### src/hw/rtl/assert_macros.svh
// assertion helpers used by the rtl
`ifndef ASSERT_MACROS_SVH
`define ASSERT_MACROS_SVH

// property checked on every clock edge outside reset
`define ASSERT_CLK(label, clk, rst_n, prop, msg) \
    label: assert property (@(posedge clk) disable iff (!rst_n) (prop)) else $error(msg);

// property checked on every clock edge including reset
`define ASSERT_ALWAYS(label, clk, prop, msg) \
    label: assert property (@(posedge clk) (prop)) else $error(msg);

`endif

### src/hw/rtl/rau_pkg.sv
package rau_pkg;

    typedef enum logic [1:0] {
        CMD_ADD = 2'd0,
        CMD_SUB = 2'd1,
        CMD_MUL = 2'd2,
        CMD_DIV = 2'd3
    } t_cmd;

    localparam int unsigned WORD_BITS = 64;

    typedef logic [WORD_BITS-1:0] t_word;

endpackage

### src/hw/rtl/rational_arithmetic_unit.sv
// rational arithmetic unit: adds, subtracts, multiplies or divides two signed
// fractions and gives the result reduced to lowest terms, with its mixed-number
// split. a transaction is taken when start is high and busy is low. busy stays
// high while the transaction is worked on and drops as the result appears. the
// result appears for exactly one cycle with o_done high and cannot be stalled,
// so the receiver must capture it in that cycle. the block has no configuration
// and no state between transactions. after the accepting edge it forms two
// products on the shared 32x32 multiplier, a third for add and subtract; then
// a combine step and a gcd load step; then a binary gcd that removes at least
// one bit a cycle; then a restoring division of 64 single-bit steps for each
// of the two divides by the gcd and the final divide for the whole part, all
// on one shared subtract-and-shift datapath; then the output state. a zero
// result gives the gcd equal operands of one and still runs the three divides.
// division by zero goes from the accepting state straight to the output state.
module rational_arithmetic_unit #(
    parameter int unsigned OPERAND_BITS = 31
) (
    input  logic                      i_clk,
    input  logic                      i_rst_n,
    input  logic                      start,
    output logic                      busy,
    output logic                      o_done,
    input  logic [1:0]                i_command,
    input  logic                      i_neg_a,
    input  logic [30:0]               i_num_a,
    input  logic [30:0]               i_den_a,
    input  logic                      i_neg_b,
    input  logic [30:0]               i_num_b,
    input  logic [30:0]               i_den_b,
    output logic                      o_infinite,
    output logic                      o_negative,
    output logic [62:0]               o_res_num,
    output logic [62:0]               o_res_den,
    output logic [62:0]               o_whole_part,
    output logic [61:0]               o_frac_num
);
    import rau_pkg::*;

    `include "assert_macros.svh"

    typedef enum logic [3:0] {
        S_IDLE, S_MUL1, S_MUL2, S_MUL3, S_COMB, S_GCD, S_GFIX,
        S_DIVN, S_DIVD, S_DIVW, S_OUT
    } t_state;

    localparam int unsigned OB = OPERAND_BITS;
    localparam logic [30:0] OMASK = 31'((64'd1 << OB) - 64'd1);

    t_state       r_state;
    t_cmd         r_cmd;
    logic         r_sa, r_sq;
    logic [30:0]  r_na, r_da, r_nb, r_db;
    t_word        r_p, r_q;           // products / gcd operands
    t_word        r_mag, r_den;
    logic         r_neg;
    logic [6:0]   r_k;                // common power of two in the gcd
    logic [6:0]   r_cnt;              // division step count
    t_word        r_quo, r_rem;       // restoring division registers
    t_word        r_g;

    // shared 32x32 multiplier with operand select
    logic [31:0]  mul_x, mul_y;
    t_word        mul_out;
    // shared subtract stage
    t_word        sub_x, sub_y;
    logic [64:0]  sub_d;
    // one restoring division step
    t_word        div_div;
    logic [64:0]  div_trial;
    t_word        div_rem_sh;

    logic [30:0]  in_da, in_db;

    always_comb begin
        unique case (r_state)
            S_MUL1:  begin mul_x = {1'b0, r_na}; mul_y = (r_cmd == CMD_MUL) ? {1'b0, r_nb} : {1'b0, r_db}; end
            S_MUL2:  begin mul_x = {1'b0, r_da}; mul_y = (r_cmd == CMD_DIV) ? {1'b0, r_nb} : {1'b0, r_db}; end
            default: begin mul_x = {1'b0, r_nb}; mul_y = {1'b0, r_da}; end
        endcase
        mul_out = t_word'(mul_x) * t_word'(mul_y);
    end

    always_comb begin
        sub_x = r_p;
        sub_y = r_q;
        if (r_state == S_COMB) begin
            sub_x = (r_p >= r_q) ? r_p : r_q;
            sub_y = (r_p >= r_q) ? r_q : r_p;
        end else if (r_state == S_GCD && r_p < r_q) begin
            sub_x = r_q;
            sub_y = r_p;
        end
        sub_d = {1'b0, sub_x} - {1'b0, sub_y};
    end

    always_comb begin
        div_div    = (r_state == S_DIVW) ? r_den : r_g;
        div_rem_sh = {r_rem[62:0], r_quo[63]};
        div_trial  = {r_rem, r_quo[63]} - {1'b0, div_div};
    end

    assign in_da = ((i_den_a & OMASK) == '0) ? 31'd1 : (i_den_a & OMASK);
    assign in_db = ((i_den_b & OMASK) == '0) ? 31'd1 : (i_den_b & OMASK);

    always_ff @(posedge i_clk) begin
        if (!i_rst_n) begin
            r_state <= S_IDLE;
            busy    <= 1'b0;
            o_done  <= 1'b0;
        end else begin
            // result strobe, registered from the output state
            o_done <= (r_state == S_OUT);
            unique case (r_state)
                S_IDLE: begin
                    if (start) begin
                        r_cmd <= t_cmd'(i_command);
                        r_sa  <= i_neg_a;
                        r_sq  <= (t_cmd'(i_command) == CMD_SUB) ? !i_neg_b : i_neg_b;
                        r_na  <= i_num_a & OMASK;
                        r_nb  <= i_num_b & OMASK;
                        r_da  <= in_da;
                        r_db  <= in_db;
                        busy  <= 1'b1;
                        if (t_cmd'(i_command) == CMD_DIV && (i_num_b & OMASK) == '0) begin
                            o_infinite   <= 1'b1;
                            o_negative   <= 1'b0;
                            o_res_num    <= '0;
                            o_res_den    <= '0;
                            o_whole_part <= '0;
                            o_frac_num   <= '0;
                            r_state      <= S_OUT;
                        end else begin
                            r_state <= S_MUL1;
                        end
                    end
                end
                S_MUL1: begin
                    r_p     <= mul_out;
                    r_state <= S_MUL2;
                end
                S_MUL2: begin
                    r_den <= mul_out;
                    if (r_cmd == CMD_ADD || r_cmd == CMD_SUB) begin
                        r_state <= S_MUL3;
                    end else begin
                        r_mag   <= r_p;
                        r_neg   <= r_sa ^ r_sq ^ (r_cmd == CMD_SUB);
                        r_q     <= '0;
                        r_state <= S_COMB;
                    end
                end
                S_MUL3: begin
                    // cross product of b with the denominator of a
                    r_q     <= mul_out;
                    r_state <= S_COMB;
                end
                S_COMB: begin
                    if (r_cmd == CMD_ADD || r_cmd == CMD_SUB) begin
                        if (r_sa == r_sq) begin
                            r_mag <= r_p + r_q;
                            r_neg <= r_sa;
                        end else begin
                            r_mag <= sub_d[63:0];
                            r_neg <= (r_p >= r_q) ? r_sa : r_sq;
                        end
                    end
                    r_state <= S_GFIX;
                    r_k     <= '0;
                end
                S_GFIX: begin
                    // load gcd operands, set to one for a zero result
                    if (r_mag == '0) begin
                        r_neg   <= 1'b0;
                        r_den   <= 64'd1;
                        r_g     <= 64'd1;
                        r_p     <= 64'd1;
                        r_q     <= 64'd1;
                        r_state <= S_GCD;
                    end else begin
                        r_p     <= r_mag;
                        r_q     <= r_den;
                        r_state <= S_GCD;
                    end
                end
                S_GCD: begin
                    // binary gcd, one step a cycle
                    if (r_p == r_q) begin
                        r_g     <= r_p << r_k;
                        r_quo   <= r_mag;
                        r_rem   <= '0;
                        r_cnt   <= '0;
                        r_state <= S_DIVN;
                    end else if (!r_p[0] && !r_q[0]) begin
                        r_p <= r_p >> 1;
                        r_q <= r_q >> 1;
                        r_k <= r_k + 7'd1;
                    end else if (!r_p[0]) begin
                        r_p <= r_p >> 1;
                    end else if (!r_q[0]) begin
                        r_q <= r_q >> 1;
                    end else if (r_p > r_q) begin
                        r_p <= sub_d[63:0] >> 1;
                    end else begin
                        r_q <= sub_d[63:0] >> 1;
                    end
                end
                S_DIVN, S_DIVD, S_DIVW: begin
                    if (r_cnt != 7'd63) begin
                        r_rem <= div_trial[64] ? div_rem_sh : div_trial[63:0];
                        r_quo <= {r_quo[62:0], !div_trial[64]};
                        r_cnt <= r_cnt + 7'd1;
                    end else begin
                        // last step: hand the quotient on and set up the next divide, or write the outputs
                        r_cnt <= '0;
                        r_rem <= '0;
                        if (r_state == S_DIVN) begin
                            r_mag   <= {r_quo[62:0], !div_trial[64]};
                            r_quo   <= r_den;
                            r_state <= S_DIVD;
                        end else if (r_state == S_DIVD) begin
                            r_den   <= {r_quo[62:0], !div_trial[64]};
                            r_quo   <= r_mag;
                            r_state <= S_DIVW;
                        end else begin
                            o_infinite   <= 1'b0;
                            o_negative   <= r_neg;
                            o_res_num    <= r_mag[62:0];
                            o_res_den    <= r_den[62:0];
                            o_whole_part <= {r_quo[61:0], !div_trial[64]};
                            o_frac_num   <= !div_trial[64] ? div_trial[61:0] : div_rem_sh[61:0];
                            r_state      <= S_OUT;
                        end
                    end
                end
                S_OUT: begin
                    busy    <= 1'b0;
                    r_state <= S_IDLE;
                end
                default: r_state <= S_IDLE;
            endcase
        end
    end

    `ASSERT_CLK(a_done_ends_busy, i_clk, i_rst_n, o_done |-> !busy, "done while still busy")
    `ASSERT_CLK(a_done_pulse, i_clk, i_rst_n, o_done |=> !o_done, "done held over two cycles")
    `ASSERT_CLK(a_inf_clean, i_clk, i_rst_n, (o_done && o_infinite) |-> (o_res_num == '0 && o_res_den == '0), "infinite result with nonzero fields")
    `ASSERT_CLK(a_den_nonzero, i_clk, i_rst_n, (o_done && !o_infinite) |-> (o_res_den != '0), "zero denominator on finite result")

endmodule
### config.mk
export PLATFORM = sky130hd
export DESIGN_NAME = rational_arithmetic_unit
export DESIGN_NICKNAME = d
export VERILOG_FILES = /design/src/hw/rtl/rau_pkg.sv /design/src/hw/rtl/rational_arithmetic_unit.sv
export VERILOG_INCLUDE_DIRS = /design/src /design/src/hw/rtl
export SDC_FILE = /design/constraint.sdc
export NUM_CORES = 2
export LEC_CHECK = 0
export ABC_AREA = 1
export BUFFER_PORTS_ARGS = -buffer_cell sky130_fd_sc_hd__buf_2
export CAP_MARGIN = 25
export CORE_MARGIN = 5
export CORE_UTILIZATION = 35
export CTS_CLUSTER_DIAMETER = 80
export DETAILED_ROUTE_END_ITERATION = 12
export SYNTH_ARGS = -nofsm -noshare
export SYNTH_HDL_FRONTEND = slang
export SYNTH_SLANG_ARGS = --single-unit
export TNS_END_PERCENT = 1
### constraint.sdc
create_clock -name i_clk -period 55.3 [get_ports i_clk]
set_input_delay 2.765 -clock i_clk [delete_from_list [all_inputs] [get_ports i_clk]]
set_output_delay 2.765 -clock i_clk [all_outputs]
set_load 0.1 [all_outputs]
; ---- Word level (Yosys, flattened, before mapping)
; Cells that the tools add are included.
[classes]
eq_ne = 36
n_reduce_logical = 40
addsub = 5
n_bitwise = 2
muxes = 104
n_lt_le_gt_ge = 3
n_mul = 1
shift = 1
[ops]
columns = cell, n
row1 = $mux 64, 37
row2 = $mux 63, 11
row3 = $pmux 64 s3, 3
row4 = $pmux 64 s2, 3
row5 = $pmux 63 s2, 3
row6 = $mux 62, 6
row7 = $pmux 64 s4, 1
row8 = $pmux 31 s2, 2
row9 = $pmux 62 s2, 1
row10 = $logic_not 31->1, 3
row11 = $sub 65x64->65, 1
row12 = $add 64x64->64, 1
row13 = $eq 64x64->1, 1
row14 = $ge 64x64->1, 1
row15 = $gt 64x64->1, 1
row16 = $logic_not 64->1, 1
row17 = $lt 64x64->1, 1
row18 = $mul 32x32->64, 1
row19 = $shl 64x7->64, 1
row20 = $sub 64x64->64, 1
row21 = $mux 31, 2
row22 = $pmux 4 s8, 1
row23 = $mux 7, 4
row24 = $pmux 7 s2, 2
row25 = 37 further kinds, 103
[word_totals]
in_bits = 131
output_inout_bits = 255
elab_cells = 220
register_bits = 850

; ---- Depth between registers and ports, before layout
[depth]
ltp_word = 11
depth_mapped = 49
mapped_depth_nobuf = 45

; ---- Worst setup path after synthesis
; Ideal clock, no wire load.
[synth_path]
path_type = in2reg
startpoint = input i_num_b[1]
endpoint = register o_frac_num[0] (enable)
setup_slack_ps = 26501
stages = 6
setup_time_ps = 1483
n_path_buf = 0
t_arrival_ps = 27316
required_ps = 53817
cell_sequence = nor2_1 nand3_1 or3_1 nor4_1 nor2_1 nor4_1
[synth_between]
elab_chain_cells = 4
[synth_rtl]
columns = item, line
row1 = from (decl), rational_arithmetic_unit.sv:28  ; input logic [30:0] i_num_b,
row2 = $logic_not 31->1, rational_arithmetic_unit.sv:124  ; if (t_cmd'(i_command) == CMD_DIV && (i_num_b & OMASK) == '0) begin
row3 = $logic_and 1x1->1, rational_arithmetic_unit.sv:124
row4 = $ne 2x2->1 (no source line), -
row5 = $reduce_and 7->1 (no source line), -
row6 = to (signal assigned), rational_arithmetic_unit.sv:230  ; o_frac_num <= !div_trial[64] ? div_trial[61:0] : div_rem_sh[61:0];
row7 = to (decl), rational_arithmetic_unit.sv:35  ; output logic [61:0] o_frac_num
; No other way between the ends.
; A chain may end at the register's enable or synchronous reset.

; ---- Worst setup path in the final report
[layout_path]
startpoint = register r_state[1]
endpoint = register r_p[59] (data pin)
[layout_between]
elab_chain_cells = 11
elab_cells_between_ends = 20
classes_between = add/sub (1) / mul (1) / eq/ne (5) / mux (12) / reduce/logical (1)
[layout_rtl]
columns = item, line
row1 = from (decl), rational_arithmetic_unit.sv:49  ; t_state r_state;
row2 = from (signal assigned), rational_arithmetic_unit.sv:107  ; r_state <= S_IDLE;
row3 = from (signal assigned), rational_arithmetic_unit.sv:131  ; r_state <= S_OUT;
row4 = from (signal assigned), rational_arithmetic_unit.sv:133  ; r_state <= S_MUL1;
row5 = "parallel branches: the longest is 10 deep, another holds $mul 32x32->64", -
row6 = $pmux 64 s3 *, rational_arithmetic_unit.sv:113  ; unique case (r_state)
row7 = to (signal assigned), rational_arithmetic_unit.sv:194  ; r_p <= r_p >> 1;
row8 = to (signal assigned), rational_arithmetic_unit.sv:198  ; r_p <= r_p >> 1;
row9 = to (signal assigned), rational_arithmetic_unit.sv:202  ; r_p <= sub_d[63:0] >> 1;
row10 = to (decl), rational_arithmetic_unit.sv:53  ; t_word r_p, r_q;
; Mark *: on every way between the ends. The select of a mux whose other input is x is not followed.

==> run summary <==
Post-Synthesis Cell Area = 89500 µm²
Met2 Wirelength = 173000 µm
post-route ant nets = 0
ys flop type = edfxtp_1
Core Area = 254000 µm²
Syn Nets = 13000
Die W = 516 µm
final setup fails = 0
vias in the first global route = 80900
post-CTS setup repair buffer count = 0
met1 WL = 147000 µm
hold-fix buffer count after cts = 0
Die Height = 516 µm
crit path launch type = flop
DR pass1 iterations = 7
CTS tree = built
Critical Path AT = 12750 ps
mean post-synth cell area = 7.76 µm²
Worst-path clk slew = 60 ps
Peak Freq = 82.8 MHz
vias = 82500
CTS sink count = 850
TritonCTS buffer count = 95
Worst Hold Depth = 2
HP Class = flop to flop
CTS max path bufs = 3
dpl hpwl = 318000 µm
post-cts resize count = 0
critical path class = flop to flop
DP Cell Count = 14900
total track usage = 29.6%
Final Hold Viols = 0
Buf/Inv on CP = 10
Hold WS = 489 ps
CTS H-tree lvls = 3
global route overflow = 0
Initial Util = 35.2%
Nets = 13000
port bufs = 385
FF-to-FF setup slack = 43230 ps
final critical-path required period = 12070 ps
slew margin rel. = 23.0%
max incr delay on CP = 830 ps
max_cap viols = 0
RSZ-0062 raised after global routing = no
max-slew violations = 0
initial antenna violation count = 24
synth unique cells = 66
Design Area, Final = 98200 µm²
met3 routed WL = 45000 µm
cells after synthesis = 11500
Top Ports = 386
fin crit share = 21.8%
slowest cell on the critical path = xor2_1
Worst Setup End Kind = flop
CP required = 55980 ps
total stage count of the critical path = 41
highest metal used = met5
Iter 0 DRT Violations = 10000
Worst path top cell family by delay = adder cells
Placer Congestion = 1.12
number of remaining DRC errors = 0
status = completed
Reg2Reg Depth = 41
WL/cell = 26.6 µm
die area = 266000 µm²
Max Fanout on Critical Path = 60
placed standard-cell area = 94800 µm²
Setup Skew = 57.7 ps
Routed WL = 401000 µm
setup TNS = 0 ps
Root Buffer = clkbuf_16
Via density = 5.48
most common cell after layout, fill and taps aside = nand2_1
Yosys reg bits = 850
sequential area share after synthesis = 28.5%
asr flop ratio synth = 0%
fraction of layout cells with a size suffix above 1 = 7.45%
later-pin clock latency in the skew report = 810 ps
non-filler cells, final = 15100
first-pass GRT wire length = 573000 µm
Synthesis Warnings = 0
most frequent cells in the layout = 2666 x nand2_1, 1984 x inv_1, 1451 x nor2_1, 844 x edfxtp_1, 841 x fa_1
Worst-Margin Slew = 1160 ps
number of synthesized flops with an enable pin = 844
row cnt = 185
area grow syn2layout = 9.78%
pin count of the biggest net entering global routing = 111
-- final timing paths --
| check | startpoint | end |
|---|---|---|
| setup reg to reg | r_state[1] | r_p[59] |
| hold / removal | busy | busy |
| setup / recovery | r_state[1] | r_p[59] |
| hold reg to reg | busy | busy |
-- stage by stage --
step	setup WS (ps)	utilization, %
2_1_floorplan	26500	-
3_5_place_dp	43480	37.3
4_1_cts	43450	38.6
5_1_grt	42510	38.6
3_3_place_gp	43630	37.3
6_report	43230	38.6
-- final cells by class --
| cell class | count | area [µm²] |
|---|---|---|
| fill | 26700 | 156000 |
| multi-input combinational | 8083 | 54400 |
| sequential | 850 | 25500 |
| inverter | 2029 | 7620 |
| tap | 3366 | 4210 |
| timing repair buffer | 551 | 3220 |
| clock buffer | 108 | 2430 |
| clock inverter | 69 | 862 |
| antenna | 6 | 15.0 |
-- routing by layer --
layer | vias up | track usage (%)
met5 | - | 0
met3 | 1106 | 8.59
met2 | 4852 | 45.4
li1 | 36800 | -
met4 | 26 | 20.7
met1 | 39800 | 35.7
-- sequential cells by signal, indices dropped and copies added (netlist names), 31 cells and up --
name          count
r_p              64
r_na             31
r_g              64
o_res_den        63
o_res_num        63
r_db             31
o_whole_part     63
r_mag            64
r_q              64
r_rem            64
r_nb             31
r_quo            64
r_da             31
o_frac_num       62
r_den            64
-- cell usage after synthesis, types with 88 or more instances --
cell | n | area (µm²)
clkbuf_1 | 437 | 1640
edfxtp_1 | 844 | 25300
a21oi_1 | 547 | 2740
nand4_1 | 88 | 551
o22ai_1 | 111 | 694
ha_1 | 461 | 5770
nand3_1 | 461 | 2310
nor2_1 | 1469 | 5510
xor2_1 | 106 | 928
o21ai_0 | 544 | 2720
a31oi_1 | 90 | 563
nand2_1 | 2670 | 10000
inv_1 | 1988 | 7460
fa_1 | 841 | 16800
-- worst register-to-register path: cells and delay by family, from the launching register on --
family / cells / cell delay, ps
compound gates: 6 / 1180
fa+ha+maj: 9 / 4320
simple gates: 15 / 2920
buf+inv: 10 / 2230
flops: 1 / 490
xor+xnor: 1 / 830
-- logic make-up (layout without fill, tap and decap cells) --
kind of cell,Yosys count,after routing,share of synthesized area (%)
and+or+nand+nor,4920,4920,22.3
buffers and inverters,2601,2757,11.2
AOI/OAI and AO/OA,1621,1621,10.3
adders and majority gates,1302,1302,25.3
DFF,850,850,28.5
xor gates and xnor gates,162,162,1.60
muxes,78,78,0.873
other,0,6,0
Power is not shown: default switching activity piles up to over one toggle a cycle in this logic, so the estimate is an artifact.
